$ cat config.mk
export PLATFORM = sky130hd
export DESIGN_NAME = anagram_window_detector
export DESIGN_NICKNAME = d
export VERILOG_FILES = /design/src/rtl/core/awd_pkg.sv /design/src/rtl/core/awd_letter_cell.sv /design/src/rtl/core/awd_history_ring.sv /design/src/rtl/core/anagram_window_detector.sv
export SDC_FILE = /design/constraint.sdc
export NUM_CORES = 2
export LEC_CHECK = 0
export BUFFER_PORTS_ARGS = -buffer_cell sky130_fd_sc_hd__buf_2
export CAP_MARGIN = 10
export CORE_UTILIZATION = 60
export CTS_BUF_LIST = sky130_fd_sc_hd__clkbuf_4 sky130_fd_sc_hd__clkbuf_8
export DETAILED_ROUTE_END_ITERATION = 16
export GPL_TIMING_DRIVEN = 0
export PLACE_DENSITY = 0.82
export SLEW_MARGIN = 15
export SYNTH_ARGS = -nofsm -noshare
export SYNTH_HDL_FRONTEND = slang
export SYNTH_HIERARCHICAL = 1
export SYNTH_SLANG_ARGS = --single-unit
$ cat constraint.sdc
create_clock -name clk -period 8.35 [get_ports clk]
set_input_delay 1.67 -clock clk [delete_from_list [all_inputs] [get_ports clk]]
set_output_delay 1.67 -clock clk [all_outputs]
set_load 0.02 [all_outputs]
$ cat src/rtl/core/awd_pkg.sv
// Shared constants and types for the anagram window detector.
package awd_pkg;

  localparam int MAX_PATTERN = 64;
  localparam int ALPHABET    = 26;

  localparam int SYM_W   = 5;
  localparam int COUNT_W = $clog2(MAX_PATTERN + 1);
  localparam int RING_AW = (MAX_PATTERN > 1) ? $clog2(MAX_PATTERN) : 1;
  localparam int DIFF_W  = $clog2(ALPHABET + 1);

  // Item kinds carried on the action field.
  localparam logic ACT_PATTERN = 1'b0;
  localparam logic ACT_TEXT    = 1'b1;

  typedef logic [COUNT_W-1:0] count_t;
  typedef logic [RING_AW-1:0] ring_addr_t;
  typedef logic [SYM_W-1:0]   sym_t;
  typedef logic [DIFF_W-1:0]  diff_t;

  // Per-letter commands for one processed item.
  typedef struct packed {
    logic clear_pattern;
    logic load;
    logic clear_window;
    logic inc;
    logic dec;
  } cell_ctrl_t;

  // Per-letter status for the same item.
  typedef struct packed {
    logic new_letter;
    logic enter;
    logic leave;
  } cell_stat_t;

endpackage

$ cat src/rtl/core/awd_letter_cell.sv
// One letter's pattern count and window count, with equality tracking.
module awd_letter_cell
  import awd_pkg::*;
(
  input  logic       clk,
  input  logic       rst,
  input  cell_ctrl_t ctrl,
  output cell_stat_t stat
);

  count_t pattern_count;
  count_t pattern_count_next;
  count_t pattern_eff;
  count_t window_count;
  count_t window_count_next;

  always_comb begin
    pattern_eff        = ctrl.clear_pattern ? '0 : pattern_count;
    pattern_count_next = ctrl.load ? count_t'(pattern_eff + 1'b1) : pattern_eff;

    if (ctrl.clear_window) begin
      window_count_next = '0;
    end else if (ctrl.inc && !ctrl.dec) begin
      window_count_next = count_t'(window_count + 1'b1);
    end else if (ctrl.dec && !ctrl.inc && (window_count != '0)) begin
      window_count_next = count_t'(window_count - 1'b1);
    end else begin
      window_count_next = window_count;
    end

    stat.new_letter = ctrl.load && (pattern_eff == '0);
    // Only meaningful on text items, where the pattern count holds still.
    stat.leave = (window_count == pattern_count) && (window_count_next != pattern_count);
    stat.enter = (window_count != pattern_count) && (window_count_next == pattern_count);
  end

  always_ff @(posedge clk) begin
    if (rst) begin
      pattern_count <= '0;
      window_count  <= '0;
    end else begin
      pattern_count <= pattern_count_next;
      window_count  <= window_count_next;
    end
  end

endmodule

$ cat src/rtl/core/awd_history_ring.sv
// History ring of recent text letters, one write and one registered read per cycle.
module awd_history_ring
  import awd_pkg::*;
(
  input  logic       clk,
  input  logic       wr_en,
  input  ring_addr_t wr_addr,
  input  sym_t       wr_data,
  input  logic       rd_en,
  input  ring_addr_t rd_addr,
  output sym_t       rd_data
);

  sym_t mem [MAX_PATTERN];

  always_ff @(posedge clk) begin
    if (wr_en) begin
      mem[wr_addr] <= wr_data;
    end
  end

  // Pass the new letter straight through when it lands on the address being read.
  always_ff @(posedge clk) begin
    if (rd_en) begin
      if (wr_en && (wr_addr == rd_addr)) begin
        rd_data <= wr_data;
      end else begin
        rd_data <= mem[rd_addr];
      end
    end
  end

endmodule

$ cat src/rtl/core/anagram_window_detector.sv
// Sliding-window anagram search: pattern load, text scan and result registers.
// Each accepted item passes through the input register and then the result register.
// Throughput: one item per cycle; the input register and the result register each
//   hold one item, so while a result waits the input can still take one item, then stalls.
// Reset (rst, synchronous): empties both registers, clears pattern and window counts,
//   pattern length, window fill, ring pointer, differing count and the found flag.
module anagram_window_detector
  import awd_pkg::*;
(
  input  logic       clk,
  input  logic       rst,
  input  logic       in_valid,
  output logic       in_ready,
  input  logic       action,
  input  logic [4:0] symbol,
  input  logic       new_pattern,
  output logic       out_valid,
  input  logic       out_ready,
  output logic       match,
  output logic       found_any,
  output logic       pattern_overflow
);

  // Input register
  logic in_full;
  logic act_r;
  sym_t sym_r;
  logic fresh_r;

  // Scan state
  count_t     pattern_length;
  count_t     window_fill;
  ring_addr_t ring_pointer;
  diff_t      differing_letters;
  diff_t      nonzero_letters;
  logic       found_flag;

  count_t     pattern_length_next;
  count_t     window_fill_next;
  ring_addr_t ring_pointer_next;
  diff_t      differing_letters_next;
  diff_t      nonzero_letters_next;
  logic       found_flag_next;

  logic step;
  logic sym_ok;
  logic clear_pattern;
  logic clear_window;
  logic add;
  logic text_go;
  logic evict;
  logic overflow_now;
  logic match_now;
  count_t plen_eff;
  sym_t   old_sym;
  ring_addr_t rd_addr;
  logic [COUNT_W:0] rp_ext;
  logic [COUNT_W:0] rd_wide;
  logic [DIFF_W:0]  diff_wide;

  cell_ctrl_t ctrl [ALPHABET];
  cell_stat_t stat [ALPHABET];
  logic [ALPHABET-1:0] new_vec;
  logic [ALPHABET-1:0] sym_enter_vec;
  logic [ALPHABET-1:0] sym_leave_vec;
  logic [ALPHABET-1:0] old_enter_vec;
  logic [ALPHABET-1:0] old_leave_vec;
  logic sym_enter;
  logic sym_leave;
  logic old_enter;
  logic old_leave;

  function automatic ring_addr_t ring_address_inc(input ring_addr_t a);
    ring_address_inc = ring_addr_t'(a + 1'b1);
  endfunction

  assign step     = in_full && (!out_valid || out_ready);
  assign in_ready = !in_full || step;

  always_ff @(posedge clk) begin
    if (rst) begin
      in_full <= 1'b0;
    end else if (in_ready) begin
      in_full <= in_valid;
    end
  end

  always_ff @(posedge clk) begin
    if (in_valid && in_ready) begin
      act_r   <= action;
      sym_r   <= symbol;
      fresh_r <= new_pattern;
    end
  end

  always_comb begin
    sym_ok        = int'(sym_r) < ALPHABET;
    clear_pattern = step && (act_r == ACT_PATTERN) && fresh_r;
    plen_eff      = clear_pattern ? '0 : pattern_length;
    overflow_now  = step && (act_r == ACT_PATTERN) && sym_ok
                 && (int'(plen_eff) >= MAX_PATTERN);
    add           = step && (act_r == ACT_PATTERN) && sym_ok
                 && (int'(plen_eff) < MAX_PATTERN);
    text_go       = step && (act_r == ACT_TEXT) && (pattern_length != '0) && sym_ok;
    clear_window  = step && ((act_r == ACT_PATTERN) || ((pattern_length != '0) && !sym_ok));
    evict         = text_go && (window_fill >= pattern_length);
  end

  // Letter cell commands
  always_comb begin
    for (int i = 0; i < ALPHABET; i++) begin
      ctrl[i].clear_pattern = clear_pattern;
      ctrl[i].load          = add && (int'(sym_r) == i);
      ctrl[i].clear_window  = clear_window;
      ctrl[i].inc           = text_go && (int'(sym_r) == i);
      ctrl[i].dec           = evict && (int'(old_sym) == i);
    end
  end

  for (genvar g = 0; g < ALPHABET; g++) begin : g_cell
    awd_letter_cell u_cell (
      .clk  (clk),
      .rst  (rst),
      .ctrl (ctrl[g]),
      .stat (stat[g])
    );
  end

  // At most one incremented and one decremented cell change: pick out their flags.
  always_comb begin
    for (int i = 0; i < ALPHABET; i++) begin
      new_vec[i]       = stat[i].new_letter;
      sym_enter_vec[i] = stat[i].enter && ctrl[i].inc;
      sym_leave_vec[i] = stat[i].leave && ctrl[i].inc;
      old_enter_vec[i] = stat[i].enter && ctrl[i].dec && !ctrl[i].inc;
      old_leave_vec[i] = stat[i].leave && ctrl[i].dec && !ctrl[i].inc;
    end
    sym_enter = |sym_enter_vec;
    sym_leave = |sym_leave_vec;
    old_enter = |old_enter_vec;
    old_leave = |old_leave_vec;
  end

  always_comb begin
    pattern_length_next  = count_t'(plen_eff + count_t'(add));
    nonzero_letters_next = diff_t'((clear_pattern ? '0 : nonzero_letters) + diff_t'(|new_vec));

    if (clear_window) begin
      window_fill_next = '0;
    end else if (text_go && !evict) begin
      window_fill_next = count_t'(window_fill + 1'b1);
    end else begin
      window_fill_next = window_fill;
    end

    if (clear_window) begin
      ring_pointer_next = '0;
    end else if (text_go) begin
      ring_pointer_next = (int'(ring_pointer) == MAX_PATTERN - 1) ? '0
                        : ring_address_inc(ring_pointer);
    end else begin
      ring_pointer_next = ring_pointer;
    end

    diff_wide = {1'b0, differing_letters} + (DIFF_W+1)'(sym_leave) + (DIFF_W+1)'(old_leave)
              - (DIFF_W+1)'(sym_enter) - (DIFF_W+1)'(old_enter);
    if (clear_window) begin
      differing_letters_next = nonzero_letters_next;
    end else if (text_go) begin
      differing_letters_next = diff_wide[DIFF_W-1:0];
    end else begin
      differing_letters_next = differing_letters;
    end

    match_now       = text_go && (window_fill_next == pattern_length)
                   && (differing_letters_next == '0);
    found_flag_next = clear_pattern ? 1'b0 : (found_flag || match_now);

    // Oldest letter of the window the next item will see.
    rp_ext = (COUNT_W+1)'(ring_pointer_next);
    if (rp_ext >= (COUNT_W+1)'(pattern_length_next)) begin
      rd_wide = rp_ext - (COUNT_W+1)'(pattern_length_next);
    end else begin
      rd_wide = rp_ext + (COUNT_W+1)'(MAX_PATTERN) - (COUNT_W+1)'(pattern_length_next);
    end
    rd_addr = rd_wide[RING_AW-1:0];
  end

  awd_history_ring u_ring (
    .clk     (clk),
    .wr_en   (text_go),
    .wr_addr (ring_pointer),
    .wr_data (sym_r),
    .rd_en   (step),
    .rd_addr (rd_addr),
    .rd_data (old_sym)
  );

  always_ff @(posedge clk) begin
    if (rst) begin
      pattern_length    <= '0;
      window_fill       <= '0;
      ring_pointer      <= '0;
      differing_letters <= '0;
      nonzero_letters   <= '0;
      found_flag        <= 1'b0;
    end else begin
      pattern_length    <= pattern_length_next;
      window_fill       <= window_fill_next;
      ring_pointer      <= ring_pointer_next;
      differing_letters <= differing_letters_next;
      nonzero_letters   <= nonzero_letters_next;
      found_flag        <= found_flag_next;
    end
  end

  // Result register
  always_ff @(posedge clk) begin
    if (rst) begin
      out_valid <= 1'b0;
    end else if (step) begin
      out_valid <= 1'b1;
    end else if (out_ready) begin
      out_valid <= 1'b0;
    end
  end

  always_ff @(posedge clk) begin
    if (step) begin
      match            <= match_now;
      found_any        <= found_flag_next;
      pattern_overflow <= overflow_now;
    end
  end

endmodule
==> Word-level counts from Yosys, hierarchy flattened <==
Memory sizes are Yosys's and may differ from the RTL's. A register that Yosys moved wholly into a read port is not among the register bits.
Index checks and enable logic that the tools add are counted.
{ "op_classes": {"n_bitwise": 1, "n_eq_ne": 156, "muxes": 145, "reduce_logical": 528, "shifts": 0, "order_cmp": 5, "add_sub_neg": 89, "div": 0, "multipliers": 0} }
{ "ops": {"columns": ["operator", "count"], "rows": [
  ["$mux 7", 133],
  ["$logic_and 1x1->1", 406],
  ["$add 7x1->7 const B", 53],
  ["$eq 7x7->1", 53],
  ["$ne 7x7->1", 52],
  ["$reduce_bool 7->1", 27],
  ["$logic_not 7->1", 26],
  ["$sub 7x1->7 const B", 26],
  ["$eq 5x5->1 const B", 32],
  ["$reduce_or 26->1", 5],
  ["$eq 5x4->1 const B", 12],
  ["$logic_not 1->1", 56],
  ["$mux 6", 4],
  ["$eq 5x3->1 const B", 4],
  ["$add 5x1->5", 3],
  ["$logic_not 5->1", 3],
  ["$mux 5", 3],
  ["$add 6x1->6 const B", 2],
  ["$sub 6x6->6", 2],
  ["$eq 5x2->1 const B", 2],
  ["$sub 5x1->5", 2],
  ["$add 7x1->7", 1],
  ["$ge 6x7->1", 1],
  ["$ge 7x7->1", 1],
  ["8 further kinds", 15]
]} }
{ "totals": {"ramBits": 320, "reg_bits": 407, "output_inout_bits": 5, "memories": 1, "in_bits": 11, "latch_bits": 0, "elab_cells": 991, "mem_bits_ro": 0} }
{ "memory_table": {"columns": ["memory", "words", "width", "read_ports", "rd_ports_with_merged_regs", "wr", "line_no", "source"], "rows": [
  ["u_ring.mem", 64, 5, 1, 1, 1, "awd_history_ring.sv:14", "sym_t mem [MAX_PATTERN];"]
]} }

==> Logic depth before layout (Yosys ltp) <==
{ "depth": {"ltp_word": 27, "depth_mapped": 38, "depth_no_buf": 34} }

==> By module <==
Netlist, hierarchy kept.
{ "modules_own_cells": {"columns": ["module", "cells_per_inst", "area_each_um2", "instances", "seq_area_each_um2"], "rows": [
  ["awd_letter_cell (g_cell[0].u_cell ...)", 148, 1234.9, 18, 280.3],
  ["awd_history_ring", 714, 13102.6, 1, 9759.4],
  ["awd_letter_cell (g_cell[2].u_cell ...)", 161, 1318.8, 8, 280.3],
  ["anagram_window_detector", 576, 4419.2, 1, 960.9]
]} }

==> Worst setup path before layout <==
No wires, ideal clock.
{ "synth_timing": {"path_kind": "input to register", "start": "input port out_ready", "end": "register found_any, data pin", "arrival_ns": 7.954, "required_time_ns": 8.219, "cell_stages": 32, "slack_ns": 0.266, "setup_time_ns": 0.131, "cell_sequence": "nand2b_2 > and4_4 > nand2_4 > inv_2 > nand3b_1 > buf_2 > buf_1 > nor3_1 > xnor2_1 > a31o_4 > or4_4 > a2111oi_2 > a211o_1 > a41oi_2 > mux2i_1 > o21ai_0 > a22o_1 > a221oi_1 > nand4_1 > or2_2 > fa_1 > fa_1 > ha_1 > inv_1 > fa_1 > xnor2_1 > nor3_1 > nand3_1 > a211o_1 > nor4_1 > and3_1 > a22o_1"} }
{ "synth_rtl": {"columns": ["element", "line_no", "source"], "rows": [
  ["from (decl)", "anagram_window_detector.sv:18", "input logic out_ready,"],
  ["to (signal assigned)", "anagram_window_detector.sv:231", "found_any <= found_flag_next;"],
  ["to (decl)", "anagram_window_detector.sv:20", "output logic found_any,"]
]} }

==> flow_summary.toml <==
[finish]
fin_area_mm2 = 0.0557
area.growth.synth_to_final_pct = 10.7
final_nets = 5605
layout.core_utilization_pct = 67.5
layout.filler_cells = 6307
instances_no_fill = 6602
layout-drive-gt1-share_pct = 16.2

[timing]
fin_crit_ns = 8.54
setup_total_negative_slack_ns = -0.438
fin_skew_ns = 0.0920
layout_setup_ws_ns = -0.189
finalCritPeriodShare_pct = 102
timing.final.max_slew_violations = 0
count_of_endpoints_failing_setup_in_the_final_report = 3
tightestPinTransition_ns = 1.36
tightest_slew_margin_relative_to_the_limit_pct = 8.21
timing.final.hold_violations = 0
max_frequency_ghz = 0.117

[synth]
yosys.area.top_type = "sky130_fd_sc_hd__edfxtp_1"
postSynthNetCount = 5409
async_flop_share_pct = 0
commonest_cells_post_synth = "sky130_fd_sc_hd__nor2_1 (578), sky130_fd_sc_hd__dfxtp_1 (397), sky130_fd_sc_hd__xnor2_1 (348)"
synth_edf_count = 335
synth_top_cells_by_area = "sky130_fd_sc_hd__edfxtp_1 (20%), sky130_fd_sc_hd__dfxtp_1 (16%), sky130_fd_sc_hd__xnor2_1 (6.1%)"
ys_seq_area_share_pct = 35.8
avgSynthCellArea_um2 = 9.60
synth_cell_types = 102
synth.top_cell.area_share_pct = 20.0
synth_area_mm2 = 0.0503
synth_most_common_cell = "sky130_fd_sc_hd__nor2_1"
postSynthCellCount = 5242
main_flop_type_after_synthesis = "sky130_fd_sc_hd__dfxtp_1"
synth.ff_latch_count = 732
synthesis.yosys.warnings = 6

[drt]
routed_via_density = 6.46
post-route-drc-count = 0
via_count = 42700
postRouteWirelength_um = 137000
route.antenna.remaining_nets = 0
route.detailed.wl_per_inst_um = 20.8
drt_iter0_drc = 4075
drt_pre_antenna_iters = 5

[outcome]
outcome = "finished, violations left"
failed_checks = "setup timing"

[grt]
grtUsageMet2_pct = 50.2
global_route.peak_usage_layer = "met2"
total_global_routing_track_utilization_pct = 30.9
grt_pass1_wl_um = 214000
groute.layer.met3.usage_pct = 5.48
largest_net_degree_at_the_start_of_global_routing = 110
grt_pass1_vias = 40000
met1_usage_pct = 40.7
antenna_violations_before_repair = 2
grt_remaining_overflow = 0

[clock_tree]
h-tree-depth = 3
tritoncts.num_buffers = 120
cts_tree = "built"
worstSkewPairLatency_ns = 0.84
clockBufferDepth = 3
path_clk_slew_ns = 0.06
ctsRootBufferMaster = "sky130_fd_sc_hd__clkbuf_8"
cts.sinks = 732

[floorplan]
core_mm2 = 0.0825
initial_cell_density_of_the_core_pct = 61.0
die_x_um = 292
die_height_um = 292
dieArea_mm2 = 0.0850
pin_count = 16
std_cell_rows = 105

[critical_path]
timing.critical_path.required_ns = 9.03
cp_max_fo = 10
worst_path_dominant_cell_family = "simple AND/OR/NAND/NOR gates"
startpoint_type = "input pin"
setup_crit_end_kind = "flip-flop"
timing.critical_path.buf_inv = 4
criticalPathCategory = "in2reg"
cp_data_arrival_time_ns = 9.21
slowest_delay_ns = 0.86
critical_path.slowest_cell = "sky130_fd_sc_hd__nor4_2"

[run]
cap_violations = 0

[place]
place_inst = 6342
port-buffer-count = 15
post_dp_cell_area_mm2 = 0.0520
dpl.hpwl_um = 97000
gp_congestion = 0.977

[power]
pwr_density_cell_mw_per_mm2 = 140
total_power_mw = 7.79
p_leak_nw = 20.4
vdd_ir_drop_max_mv = 0.199

[hold_path]
timing.hold.worst.class = "reg2reg"
==> cells by family (layout without fill, tap and decap cells) <==
| group | count (synthesis) | in the layout | synth area share (%) |
|---|---|---|---|
| flip-flops | 732 | 732 | 35.8 |
| AND/OR/NAND/NOR | 2238 | 2238 | 26.4 |
| multiplexers | 176 | 176 | 4.64 |
| buffers and inverters | 507 | 795 | 4.91 |
| AO/OA/AOI/OAI | 910 | 910 | 14.9 |
| other | 0 | 2 | 0 |
| XOR/XNOR | 523 | 523 | 9.35 |
| adder cells (fa/ha/maj) | 156 | 156 | 3.94 |
==> report_power, final <==
group / switching, mW / internal (mW)
sequential: 0.0127 / 3.76
clock: 1.57 / 1.87
combinational: 0.387 / 0.195
==> sequential cells by signal, summed over array words and instances (netlist names), 5 cells and up <==
| signal | cells |
|---|---|
| differing_letters | 5 |
| nonzero_letters | 5 |
| window_fill | 7 |
| sym_r | 5 |
| g_cell.u_cell/pattern_count | 182 |
| pattern_length | 7 |
| u_ring/mem | 320 |
| g_cell.u_cell/window_count | 182 |
| ring_pointer | 6 |
| u_ring/rd_data | 5 |
==> path summary, 6_finish.rpt <==
kind | from | endpoint | slack, ns | cells past startpoint
worst max-delay path | out_ready | found_any | -0.19 | 29
worst min-delay path | differing_letters[1] | differing_letters[1] | 0.50 | 2
worst max register to register | sym_r[2] | found_any | -0.18 | 30
worst min register to register | differing_letters[1] | differing_letters[1] | 0.50 | 2
==> routing by layer <==
| layer | part of all wire (%) | wire, um |
|---|---|---|
| met5 | 0.0066 | 9 |
| met4 | 4.0 | 5530 |
| met3 | 8.5 | 11700 |
| met2 | 46 | 63500 |
| met1 | 41 | 56300 |
==> repair_timing <==
| item | 4_1_cts | 5_1_grt |
|---|---|---|
| gates cloned | 0 | 1 |
| setup buffers | 4 | 39 |
| resized for setup | 42 | 119 |
| pin swaps | 1 | 35 |
| endpoints found under the setup margin | 4 | 3 |
| hold buffers | 0 | 0 |
==> cell usage in the layout (no fill, tap or decap), types with 69 or more instances in the layout <==
cell type                    n
sky130_fd_sc_hd__a21oi_1   189
sky130_fd_sc_hd__a221oi_1   69
sky130_fd_sc_hd__buf_2     101
sky130_fd_sc_hd__buf_4      88
sky130_fd_sc_hd__clkbuf_1   94
sky130_fd_sc_hd__clkbuf_8  134
sky130_fd_sc_hd__dfxtp_1   395
sky130_fd_sc_hd__edfxtp_1  335
sky130_fd_sc_hd__ha_1      152
sky130_fd_sc_hd__inv_1     193
sky130_fd_sc_hd__mux2i_1   112
sky130_fd_sc_hd__nand2_1   258
sky130_fd_sc_hd__nand2b_1  172
sky130_fd_sc_hd__nand3_1   130
sky130_fd_sc_hd__nand3b_1   92
sky130_fd_sc_hd__nand4_1    86
sky130_fd_sc_hd__nor2_1    563
sky130_fd_sc_hd__nor2b_1   120
sky130_fd_sc_hd__nor3_1    204
sky130_fd_sc_hd__xnor2_1   346
sky130_fd_sc_hd__xor2_1    166
==> worst register-to-register path, delay by kind of cell, from the launching register on <==
family | cells | cell delay [ns]
fa+ha+maj | 4 | 1.33
buf+inv | 5 | 0.83
xor+xnor | 1 | 0.16
mux | 1 | 0.16
simple gates | 13 | 3.98
compound gates | 6 | 1.46
flops | 1 | 0.51
==> stage by stage <==
step | hold slack (ns) | worst slack (ns)
2_1_floorplan | 0.458 | 0.266
3_3_place_gp | 0.475 | -3.43
3_5_place_dp | 0.483 | -1.52
4_1_cts | 0.492 | 0.000408
5_1_grt | 0.535 | -0.208
6_report | 0.500 | -0.189
==> final cells by class <==
type / instances / area [um2] / area share [%]
clock buffers: 168 / 2100 / 3.77
inverters: 196 / 749 / 1.35
diodes: 2 / 5.00 / 0.00899
well taps: 1070 / 1340 / 2.40
flip-flops and latches: 732 / 18000 / 32.3
multi-input cells: 4003 / 30400 / 54.6
clock inverters: 46 / 537 / 0.964
repair buffers: 74 / 718 / 1.29
plain buffers: 311 / 1800 / 3.24
Note: power is estimated with default switching activity, not from simulation.
